[src/hdl/utrb_pkg.sv]
// Shared types, codes and helpers for the serial ring buffer block.
// No dependencies.
package utrb_pkg;

   localparam int TX_DEPTH = 16;
   localparam int RX_DEPTH = 16;
   localparam int TX_AW    = (TX_DEPTH > 2) ? $clog2(TX_DEPTH) : 1;
   localparam int RX_AW    = (RX_DEPTH > 2) ? $clog2(RX_DEPTH) : 1;

   localparam logic [2:0] KIND_PUT  = 3'd0;
   localparam logic [2:0] KIND_HEX  = 3'd1;
   localparam logic [2:0] KIND_GET  = 3'd2;
   localparam logic [2:0] KIND_LINE = 3'd3;
   localparam logic [2:0] KIND_TXE  = 3'd4;

   localparam logic [1:0] STAT_OK    = 2'd0;
   localparam logic [1:0] STAT_FULL  = 2'd1;
   localparam logic [1:0] STAT_EMPTY = 2'd2;

   localparam logic [7:0] HI_MASK     = 8'hF0;
   localparam logic [7:0] LO_MASK     = 8'h0F;
   localparam logic [7:0] ASCII_ZERO  = 8'h30;
   localparam logic [7:0] ASCII_ALPHA = 8'h37;

   typedef struct packed {
      logic [2:0] kind;
      logic [7:0] data;
   } req_type;

   typedef struct packed {
      logic [1:0] status;
      logic [7:0] read_byte;
      logic [7:0] line_byte;
      logic       line_valid;
      logic       tx_request;
   } rsp_type;

   typedef struct packed {
      logic load_req;
      logic exec;
      logic hex2;
   } cmd_type;

   typedef struct packed {
      logic hex_cont;
   } dp_status_type;

   typedef enum logic [1:0] {
      S_IDLE,
      S_EXEC,
      S_HEX2
   } state_type;

   function automatic logic [TX_AW-1:0] tx_wrap(input logic [TX_AW-1:0] idx);
      return (idx >= TX_AW'(TX_DEPTH - 1)) ? '0 : idx + TX_AW'(1);
   endfunction

   function automatic logic [RX_AW-1:0] rx_wrap(input logic [RX_AW-1:0] idx);
      return (idx >= RX_AW'(RX_DEPTH - 1)) ? '0 : idx + RX_AW'(1);
   endfunction

   function automatic logic [7:0] hex_digit(input logic [3:0] nib);
      return ({4'd0, nib} < 8'd10) ? ({4'd0, nib} + ASCII_ZERO)
                                   : ({4'd0, nib} + ASCII_ALPHA);
   endfunction

endpackage

[src/hdl/utrb_ctrl.sv]
// Sequencer for the ring buffer block: handshakes and step commands.
// Depends on utrb_pkg.
module utrb_ctrl import utrb_pkg::*; (
   input  logic          clock,
   input  logic          reset,
   input  logic          req_valid,
   output logic          req_ready,
   output logic          rsp_valid,
   input  logic          rsp_ready,
   input  dp_status_type dp_status,
   output cmd_type       cmd
);

   state_type state_ff, state_in;
   logic      rsp_valid_ff, rsp_valid_in;

   always_ff @(posedge clock) begin
      if (reset) begin
         state_ff     <= S_IDLE;
         rsp_valid_ff <= 1'b0;
      end else begin
         state_ff     <= state_in;
         rsp_valid_ff <= rsp_valid_in;
      end
   end

   always_comb begin
      state_in     = state_ff;
      rsp_valid_in = rsp_valid_ff && !rsp_ready;
      cmd          = '0;
      req_ready    = 1'b0;
      unique case (state_ff)
         S_IDLE: begin
            req_ready    = 1'b1;
            cmd.load_req = req_valid;
            if (req_valid) state_in = S_EXEC;
         end
         S_EXEC: begin
            if (!rsp_valid_ff) begin
               cmd.exec = 1'b1;
               if (dp_status.hex_cont) begin
                  state_in = S_HEX2;
               end else begin
                  rsp_valid_in = 1'b1;
                  state_in     = S_IDLE;
               end
            end
         end
         S_HEX2: begin
            cmd.hex2     = 1'b1;
            rsp_valid_in = 1'b1;
            state_in     = S_IDLE;
         end
         default: state_in = S_IDLE;
      endcase
   end

   assign rsp_valid = rsp_valid_ff;

endmodule

[src/hdl/utrb_dp.sv]
// Datapath: transmit and receive rings, pointers and result register.
// Depends on utrb_pkg.
module utrb_dp import utrb_pkg::*; (
   input  logic          clock,
   input  logic          reset,
   input  req_type       req_data,
   input  cmd_type       cmd,
   output dp_status_type dp_status,
   output rsp_type       rsp_data
);

   logic [7:0]       tx_mem [TX_DEPTH];
   logic [7:0]       rx_mem [RX_DEPTH];
   logic [7:0]       tx_rd_ff, rx_rd_ff;
   req_type          req_ff;
   rsp_type          rsp_ff, rsp_in;
   logic [TX_AW-1:0] tx_head_ff, tx_head_in, tx_tail_ff, tx_tail_in, tx_nxt, tx_tnxt;
   logic [RX_AW-1:0] rx_head_ff, rx_head_in, rx_tail_ff, rx_tail_in, rx_nxt;
   logic             tx_pending_ff, tx_pending_in;
   logic             tx_we, rx_we;
   logic [7:0]       tx_wdata, hex_hi, hex_lo;
   logic             tx_full, tx_empty, rx_full, rx_empty;

   always_ff @(posedge clock) begin
      if (reset) begin
         tx_head_ff    <= '0;
         tx_tail_ff    <= '0;
         rx_head_ff    <= '0;
         rx_tail_ff    <= '0;
         tx_pending_ff <= 1'b0;
      end else begin
         tx_head_ff    <= tx_head_in;
         tx_tail_ff    <= tx_tail_in;
         rx_head_ff    <= rx_head_in;
         rx_tail_ff    <= rx_tail_in;
         tx_pending_ff <= tx_pending_in;
      end
   end

   always_ff @(posedge clock) begin
      if (cmd.load_req) req_ff <= req_data;
      rsp_ff <= rsp_in;
   end

   always_ff @(posedge clock) begin
      if (tx_we) tx_mem[tx_head_ff] <= tx_wdata;
      tx_rd_ff <= tx_mem[tx_tail_ff];
   end

   always_ff @(posedge clock) begin
      if (rx_we) rx_mem[rx_head_ff] <= req_ff.data;
      rx_rd_ff <= rx_mem[rx_tail_ff];
   end

   assign tx_nxt   = tx_wrap(tx_head_ff);
   assign tx_tnxt  = tx_wrap(tx_tail_ff);
   assign rx_nxt   = rx_wrap(rx_head_ff);
   assign tx_full  = (tx_nxt == tx_tail_ff);
   assign tx_empty = (tx_head_ff == tx_tail_ff);
   assign rx_full  = (rx_nxt == rx_tail_ff);
   assign rx_empty = (rx_head_ff == rx_tail_ff);
   assign hex_hi   = hex_digit(4'((req_ff.data & HI_MASK) >> 4));
   assign hex_lo   = hex_digit(4'(req_ff.data & LO_MASK));

   always_comb begin
      tx_head_in         = tx_head_ff;
      tx_tail_in         = tx_tail_ff;
      rx_head_in         = rx_head_ff;
      rx_tail_in         = rx_tail_ff;
      tx_pending_in      = tx_pending_ff;
      tx_we              = 1'b0;
      rx_we              = 1'b0;
      tx_wdata           = hex_lo;
      rsp_in             = rsp_ff;
      dp_status.hex_cont = 1'b0;
      if (cmd.exec) begin
         rsp_in = '0;
         unique case (req_ff.kind)
            KIND_PUT, KIND_HEX: begin
               if (tx_full) begin
                  rsp_in.status = STAT_FULL;
               end else begin
                  tx_we              = 1'b1;
                  tx_wdata           = (req_ff.kind == KIND_PUT) ? req_ff.data : hex_hi;
                  tx_head_in         = tx_nxt;
                  tx_pending_in      = 1'b1;
                  dp_status.hex_cont = (req_ff.kind == KIND_HEX);
               end
            end
            KIND_GET: begin
               if (rx_empty) begin
                  rsp_in.status = STAT_EMPTY;
               end else begin
                  rsp_in.read_byte = rx_rd_ff;
                  rx_tail_in       = rx_wrap(rx_tail_ff);
               end
            end
            KIND_LINE: begin
               if (rx_full) begin
                  rsp_in.status = STAT_FULL;
               end else begin
                  rx_we      = 1'b1;
                  rx_head_in = rx_nxt;
               end
            end
            KIND_TXE: begin
               if (tx_empty) begin
                  rsp_in.status = STAT_EMPTY;
               end else begin
                  rsp_in.line_byte  = tx_rd_ff;
                  rsp_in.line_valid = 1'b1;
                  tx_tail_in        = tx_tnxt;
                  if (tx_tnxt == tx_head_ff) tx_pending_in = 1'b0;
               end
            end
            default: ;
         endcase
         rsp_in.tx_request = tx_pending_in;
      end else if (cmd.hex2) begin
         if (tx_full) begin
            rsp_in.status = STAT_FULL;
         end else begin
            tx_we         = 1'b1;
            tx_head_in    = tx_nxt;
            tx_pending_in = 1'b1;
         end
         rsp_in.tx_request = tx_pending_in;
      end
   end

   assign rsp_data = rsp_ff;

endmodule

[src/hdl/uart_tx_rx_ring_buffers.sv]
// Top level of the serial transmit/receive ring buffer block.
// Depends on utrb_pkg, utrb_ctrl and utrb_dp.
//
// Each request word is one operation on a transmit or receive byte ring (each
// ring keeps one slot free, so it holds depth-1 bytes) and returns exactly one
// response word. A word is captured into the request register when it is
// accepted and executed in the EXEC state; a hex put writes its second digit
// in a further HEX2 step, since both digits go through the single write port
// of the transmit ring. Ring reads come from a registered read of the entry at
// the read pointer, prefetched before execution. A response waiting on
// rsp_ready does not block the next request from being taken; execution of
// that request waits until the response register is free.
module uart_tx_rx_ring_buffers import utrb_pkg::*; (
   input  logic    clock,
   input  logic    reset,
   input  logic    req_valid,
   output logic    req_ready,
   input  req_type req_data,
   output logic    rsp_valid,
   input  logic    rsp_ready,
   output rsp_type rsp_data
);

   cmd_type       cmd;
   dp_status_type dp_status;

   utrb_ctrl u_ctrl (
      .clock     (clock),
      .reset     (reset),
      .req_valid (req_valid),
      .req_ready (req_ready),
      .rsp_valid (rsp_valid),
      .rsp_ready (rsp_ready),
      .dp_status (dp_status),
      .cmd       (cmd)
   );

   utrb_dp u_dp (
      .clock     (clock),
      .reset     (reset),
      .req_data  (req_data),
      .cmd       (cmd),
      .dp_status (dp_status),
      .rsp_data  (rsp_data)
   );

   a_busy_after_accept: assert property (@(posedge clock) disable iff (reset)
      (req_valid && req_ready) |=> !req_ready)
      else $error("request taken while a word is in progress");

   a_line_valid_ok: assert property (@(posedge clock) disable iff (reset)
      (rsp_valid && rsp_data.line_valid) |-> (rsp_data.status == STAT_OK))
      else $error("line byte handed out with a failing status");

   a_fail_no_data: assert property (@(posedge clock) disable iff (reset)
      (rsp_valid && rsp_data.status != STAT_OK) |->
      (!rsp_data.line_valid && rsp_data.read_byte == 8'd0 && rsp_data.line_byte == 8'd0))
      else $error("failing response carries data");

   a_pop_left_flag: assert property (@(posedge clock) disable iff (reset)
      (rsp_valid && rsp_data.status == STAT_OK && !rsp_data.line_valid &&
       rsp_data.read_byte == 8'd0 && cmd.exec) |-> 1'b0)
      else $error("execution started while a response is pending");

endmodule
[config.mk]
export PLATFORM = sky130hd
export DESIGN_NAME = uart_tx_rx_ring_buffers
export DESIGN_NICKNAME = d
export VERILOG_FILES = /design/src/hdl/utrb_pkg.sv /design/src/hdl/utrb_ctrl.sv /design/src/hdl/utrb_dp.sv /design/src/hdl/uart_tx_rx_ring_buffers.sv
export SDC_FILE = /design/constraint.sdc
export NUM_CORES = 1
export LEC_CHECK = 0
export BUFFER_PORTS_ARGS = -buffer_cell sky130_fd_sc_hd__buf_2
export CAP_MARGIN = 20
export CORE_ASPECT_RATIO = 0.7
export CORE_UTILIZATION = 62
export CTS_CLUSTER_DIAMETER = 80
export DETAILED_ROUTE_END_ITERATION = 10
export MAX_ROUTING_LAYER = met4
export PLACE_DENSITY = 0.82
export SKIP_LAST_GASP = 1
export SLEW_MARGIN = 5
export SYNTH_ARGS = -nofsm -noshare
export SYNTH_HDL_FRONTEND = slang
export SYNTH_SLANG_ARGS = --single-unit
[constraint.sdc]
create_clock -name clock -period 3.1 [get_ports clock]
set_input_delay 0.31 -clock clock [delete_from_list [all_inputs] [get_ports clock]]
set_output_delay 0.31 -clock clock [all_outputs]
set_load 0.01 [all_outputs]
=== Word level (Yosys, flattened, before mapping) ===
Memories as Yosys holds them, arrays and structs flattened. A register that Yosys moved wholly into a read port is not among the register bits.
Cells that the tools add are included.

* Flip-flop bits (word level): 51
* Bits in writable memories: 256
* Input bits: 15
* Output and inout bits: 22
* Logic and storage cells: 119
* Memories: 2

{| class="wikitable"
|+ Memories
! memory !! words !! width !! read ports !! clocked after Yosys merged registers in !! write ports !! RTL line !! source
|-
| u_dp.rx_mem || 16 || 8 || 1 || 1 || 1 || utrb_dp.sv:13 || <nowiki>logic [7:0] rx_mem [RX_DEPTH];</nowiki>
|-
| u_dp.tx_mem || 16 || 8 || 1 || 1 || 1 || utrb_dp.sv:12 || <nowiki>logic [7:0] tx_mem [TX_DEPTH];</nowiki>
|}

* Add/sub/neg operators: 8
* Order comparisons: 6
* Eq/ne operators: 14
* Mux-type cells: 55
* Bitwise logic cells: 5
* Reductions and logical operators: 15

{| class="wikitable"
|+ Operator list
! kind !! number
|-
| $mux W8 || 6
|-
| $mux W4 || 8
|-
| $mux W1 || 29
|-
| $add A4 B6 Y7 const B || 4
|-
| $eq A4 B4 Y1 || 5
|-
| $add A4 B1 Y4 const B || 4
|-
| $ge A4 B4 Y1 const B || 4
|-
| $mux W2 || 8
|-
| $reduce_and A3 Y1 || 3
|-
| $lt A4 B4 Y1 const B || 2
|-
| $pmux W2 S4 || 1
|-
| $eq A3 B2 Y1 const B || 2
|-
| $reduce_and A2 Y1 || 3
|-
| $reduce_or A2 Y1 || 3
|-
| $not A1 Y1 || 5
|-
| $ne A2 B2 Y1 const B || 2
|-
| $pmux W1 S2 || 2
|-
| $pmux W2 S2 || 1
|-
| $reduce_bool A2 Y1 || 2
|-
| $eq A3 B1 Y1 const B || 1
|-
| $eq A3 B3 Y1 const B || 1
|-
| $logic_not A3 Y1 || 1
|-
| $eq A2 B1 Y1 const B || 1
|-
| $eq A2 B2 Y1 const B || 1
|-
| other kinds (4) || 4
|}

=== Longest topological paths before layout ===
* Word-level depth: 9
* Gate-level depth with buffers: 9
* Gate-level depth less buffers: 8

=== Modules after synthesis ===
Synthesis repeated with hierarchy kept, for this count alone.

* Cells, all modules: 729
* Area total of the unflattened synthesis: 13227.7 um^2

{| class="wikitable"
|+ Modules (own cells, without submodules)
! module !! instances !! cells each !! area each (um^2) !! sequential area each (um^2)
|-
| utrb_dp || 1 || 706 || 13023.7 || 9278.9
|-
| utrb_ctrl || 1 || 23 || 203.9 || 60.1
|}

=== Worst setup path after synthesis ===
OpenSTA, ideal clock, no wires.

* Path type: reg2reg
* Start point: reg u_dp.tx_head_ff[0]
* End point: mem u_dp.tx_mem[0][0], data pin
* Library setup time: 0.290 ns
* Arrival time: 2.404 ns
* Required time: 2.810 ns
* Slack: 0.406 ns
* Cell stages (with the launch flop): 9
* Path buffers: 1
* Period minus slack after synthesis: 2.694 ns
* Cells stage by stage: dfxtp_1 -> clkbuf_2 -> inv_1 -> ha_1 -> xnor2_1 -> nand4_1 -> o21ai_2 -> mux2_1 -> a221oi_2

* Word-level cells in the longest chain between the ends: 6
* Elaborated cells on any way between the ends: 7
* Classes of those cells: 1 x add/sub; 1 x order compare; 1 x eq/ne; 4 x mux

{| class="wikitable"
|+ RTL lines
! item !! RTL line !! source
|-
| start, declared || utrb_dp.sv:17 || <nowiki>logic [TX_AW-1:0] tx_head_ff, tx_head_in, tx_tail_ff, tx_tail_in, tx_nxt, tx_tnxt;</nowiki>
|-
| start signal, assigned || utrb_dp.sv:32 || <nowiki>tx_head_ff <= tx_head_in;</nowiki>
|-
| $add A4 B1 Y4 or $ge A4 B4 Y1 (tied branches) || utrb_pkg.sv:55 || <nowiki>return (idx >= TX_AW'(TX_DEPTH - 1)) ? '0 : idx + TX_AW'(1);</nowiki>
|-
| $mux W4 (*) || utrb_pkg.sv:55 ||
|-
| named net u_dp.tx_nxt[1] || utrb_dp.sv:17 ||
|-
| $eq A4 B4 Y1 (*) || utrb_dp.sv:58 || <nowiki>assign tx_full = (tx_nxt == tx_tail_ff);</nowiki>
|-
| $mux W8 (*) || utrb_dp.sv:80 || <nowiki>if (tx_full) begin</nowiki>
|-
| $mux W8 (*) || utrb_dp.sv:78 || <nowiki>unique case (req_ff.kind)</nowiki>
|-
| $mux W8 (*) || utrb_dp.sv:76 || <nowiki>if (cmd.exec) begin</nowiki>
|-
| named net u_dp.tx_wdata[0] || utrb_dp.sv:21 || <nowiki>logic [7:0] tx_wdata, hex_hi, hex_lo;</nowiki>
|-
| end, declared || utrb_dp.sv:12 ||
|}

Mark *: on every way through the listed nets, which the timed path passes. The rest lies on a longest branch.

=== Worst setup path in the final report ===
* Start point: reg u_dp.tx_head_ff[0]
* End point: mem u_dp.tx_mem[15][0], data pin

Same word-level chain as after synthesis.

==> flow_metrics.env <==
export IMPL_status="finished clean"
export IMPL_period_minus_slack_ns=2.92
export IMPL_synth_fp_nets=763
export IMPL_synth_most_common_cell="edfxtp_1"
export IMPL_diodes=0
export IMPL_syn_inst=733
export IMPL_cts_setup_buffers=0
export IMPL_synthMuxAreaShare_pct=13.5
export IMPL_overflow=0
export IMPL_rsz0062_at_grt="false"
export IMPL_rows=44
export IMPL_slowest_delay_ns=0.51
export IMPL_dieHeight_um=124
export IMPL_clock_fmax_ghz=0.343
export IMPL_netlist_area_leader_share_pct=65.5
export IMPL_synth_edf_count=287
export IMPL_synthAdderAreaFrac_pct=1.43
export IMPL_die_w_um=176
export IMPL_hold_violations=0
export IMPL_critPathSlowestCell="dfxtp_1"
export IMPL_crit_required_ns=3.48
export IMPL_path_max_fanout=16
export IMPL_netlist_top_cells_count="edfxtp_1 (287), mux4_2 (72), dfxtp_1 (36), a21oi_1 (33), and3_1 (30)"
export IMPL_portBuffers=36
export IMPL_design_die_area_um2=21800
export IMPL_boundaryPins=37
export IMPL_startpoint_type="flip-flop"
export IMPL_synth_top_family_by_area="multiplexers"
export IMPL_final_cells=1100
export IMPL_vias=7161
export IMPL_end_kind="flip-flop"
export IMPL_wire_per_inst_um=25.5
export IMPL_synth_top_area_cell="edfxtp_1"
export IMPL_setup_viol=0
export IMPL_cts_tree="yes"
export IMPL_ant_nets=0
export IMPL_drc=0
export IMPL_setup_tns_ns=0
export IMPL_cts_sinks=323
export IMPL_yosys_area_share_simple_pct=6.28
export IMPL_drv_slew=0
export IMPL_syn_area_per_cell_um2=18.0
export IMPL_clockBufferDepth=3
export IMPL_grt_max_degree=36
export IMPL_leakage_nw=4.99
export IMPL_cts_made_buffers=29
export IMPL_routed_wl_um=28000
export IMPL_nFillCells=1240
export IMPL_multiInputGateArea_um2=3570
export IMPL_cts_clk_slew_worst_paths_ns=0.06
export IMPL_yosysWarnings=0
export IMPL_viasPerCell=6.51
export IMPL_dp_hpwl_um=17600
export IMPL_synth_async_sr_flop_share_pct=0
export IMPL_grt_usage_pct=27.3
export IMPL_area_growth_pct=12.1
export IMPL_ys_flop_type="edfxtp_1"
export IMPL_clockRootBuffer="clkbuf_16"
export IMPL_critical_path_top_delay_family="compound AO/OA/AOI/OAI gates"
export IMPL_synth_xor_area_share_pct=1.69
export IMPL_insertion_delay_ns=0.55
export IMPL_tightest_slew_ns=1.04
export IMPL_post_route_period_util_pct=94.2
export IMPL_finClkSkew_ns=0.0216
export IMPL_maxSlewHeadroom_pct=30.1
export IMPL_arrival_ns=3.30
export IMPL_drtPass1Iterations=7
export IMPL_final_area_um2=14800
export IMPL_drtIter0Drc=858
export IMPL_drive_above_1_share_pct=24.6
export IMPL_start_util_pct=63.4
export IMPL_ys_top_cells_by_area="edfxtp_1 (65%), mux4_2 (12%), dfxtp_1 (5.5%)"
export IMPL_antenna_found_initial=0
export IMPL_regArea_um2=9340
export IMPL_syn_area_um2=13200
export IMPL_gp_congestion=0.979
export IMPL_dpl_cell_area_um2=13700
export IMPL_cap_violations=0
export IMPL_synthDistinctLibCells=59
export IMPL_core_um2=20800
export IMPL_p_per_area_nw_per_um2=585
export IMPL_synth_compound_area_share_pct=4.14
export IMPL_num_nets_final=833
export IMPL_post_place_cells=1037
export IMPL_htree_levels=1
export IMPL_grt_pass1_wl_um=41800
export IMPL_worst_hold_path_type="input pin to flip-flop"
export IMPL_synth_seq_area_share_pct=70.9
export IMPL_path_buf_inv=2
export IMPL_crit_type="flip-flop to flip-flop"
export IMPL_critical_path_cell_chain="inv_1 > ha_1 > xnor2_1 > nand4_1 > o21ai_2 > mux2_1 > a221oi_2 > buf_4"
export IMPL_ir_worst_vdd_mv=0.552
export IMPL_ys_ff_latch=323
export IMPL_grt_pass1_vias=7040
[per-stage QoR]
stage	utilization (%)	total power [mW]	setup WS [ns]	hold slack, ns
CTS	71.1	8.65	0.134	0.0752
global placement	66.1	5.19	0.322	0.486
floorplan	-	5.09	0.406	0.409
global route	71.1	8.86	0.00254	0.0757
detailed placement	66.1	5.21	-0.00782	0.488
finish	71.1	8.64	0.181	0.0878
[routing by layer]
| layer | part of all wire [%] | track usage (%) | up-vias |
|---|---|---|---|
| met3 | 11 | 6.20 | 32 |
| met4 | 1.3 | 4.84 | 0 |
| li1 | - | - | 3047 |
| met1 | 41 | 39.8 | 3638 |
| met5 | 0 | - | - |
| met2 | 46 | 40.5 | 444 |
[worst register-to-register path: stages (launching register included)]
cell	delay, ns
dfxtp_1	0.51
inv_1	0.17
ha_1	0.37
xnor2_1	0.21
nand4_1	0.23
o21ai_2	0.36
mux2_1	0.37
a221oi_2	0.28
buf_4	0.27
[flip-flops by register name (all words and copies together), names as in the netlist]
signal              cells
u_dp.req_ff            11
u_ctrl.state_ff         2
u_dp.rx_tail_ff         4
u_dp.rx_head_ff         4
u_ctrl.rsp_valid        1
u_dp.tx_tail_ff         4
u_dp.tx_mem           128
u_dp.rx_rd_ff           8
u_dp.tx_head_ff         4
u_dp.rx_mem           128
u_dp.tx_rd_ff           8
u_dp.rsp_data          20
u_dp.tx_pending_ff      1
[cells in the final DEF, fill, tap and decap left out, types with 3 or more instances in the layout]
cell           count
edfxtp_1         287
mux4_2            72
buf_2             36
dfxtp_1           34
a21oi_1           32
buf_4             31
and3_1            30
clkbuf_16         29
and2_1            23
nor2_1            20
nand2_1           18
inv_1             15
nor2b_1           15
ha_1              14
o21ai_0           13
mux2i_1           13
nor3_1            12
xor2_1            11
dlygate4sd3_1     11
nand3_1            9
a211oi_1           9
xnor2_1            7
clkinv_1           7
clkinv_2           6
a31oi_1            5
xor2_2             4
nand2b_1           4
nor4_1             4
a21o_1             3
clkbuf_1           3
bufinv_16          3
[final timing paths]
path                                     endpoint  slack (ns)  cells past startpoint                       startpoint
setup / recovery     u_dp.tx_mem[15][0]$_DFFE_PP_        0.18                      8  u_dp.tx_head_ff[0]$_SDFFE_PP0P_
hold / removal    u_ctrl.state_ff[0]$_SDFFE_PP0P_        0.09                      3                        req_valid
setup reg to reg     u_dp.tx_mem[15][0]$_DFFE_PP_        0.18                      8  u_dp.tx_head_ff[0]$_SDFFE_PP0P_
hold reg to reg   u_dp.rsp_data[13]$_SDFFCE_PP0P_        0.50                      1         u_dp.rx_rd_ff[3]$_DFF_P_
[layout make-up]
class,count,area share [%]
repair buffers,78,3.54
clock buffers,32,4.99
inverters,17,0.432
clock inverters,20,1.25
well taps,276,2.34
flip-flops and latches,323,63.3
multi-input cells,354,24.2
[power by group]
group	switching [mW]	total (mW)	leakage, nW	internal [mW]
clock network	1.53	3.50	0.449	1.96
registers	0.0387	4.84	2.92	4.81
logic	0.198	0.297	1.62	0.0987
total	1.77	8.64	4.99	6.87
[cells by family (layout without fill, tap and decap cells)]
group           count (synthesis)  count (layout)
simple gates                  147             147
buf+inv                        56             147
compound gates                 83              83
flops                         323             323
fa+ha+maj                      15              15
mux                            87              87
xor+xnor                       22              22
[what timing repair did]
action	CTS	global route
resized for setup	1	3
setup endpoints to repair	15	48
hold buffers	11	0
endpoints found under the hold margin	11	0
No activity file was read; power rests on OpenSTA's default activity.
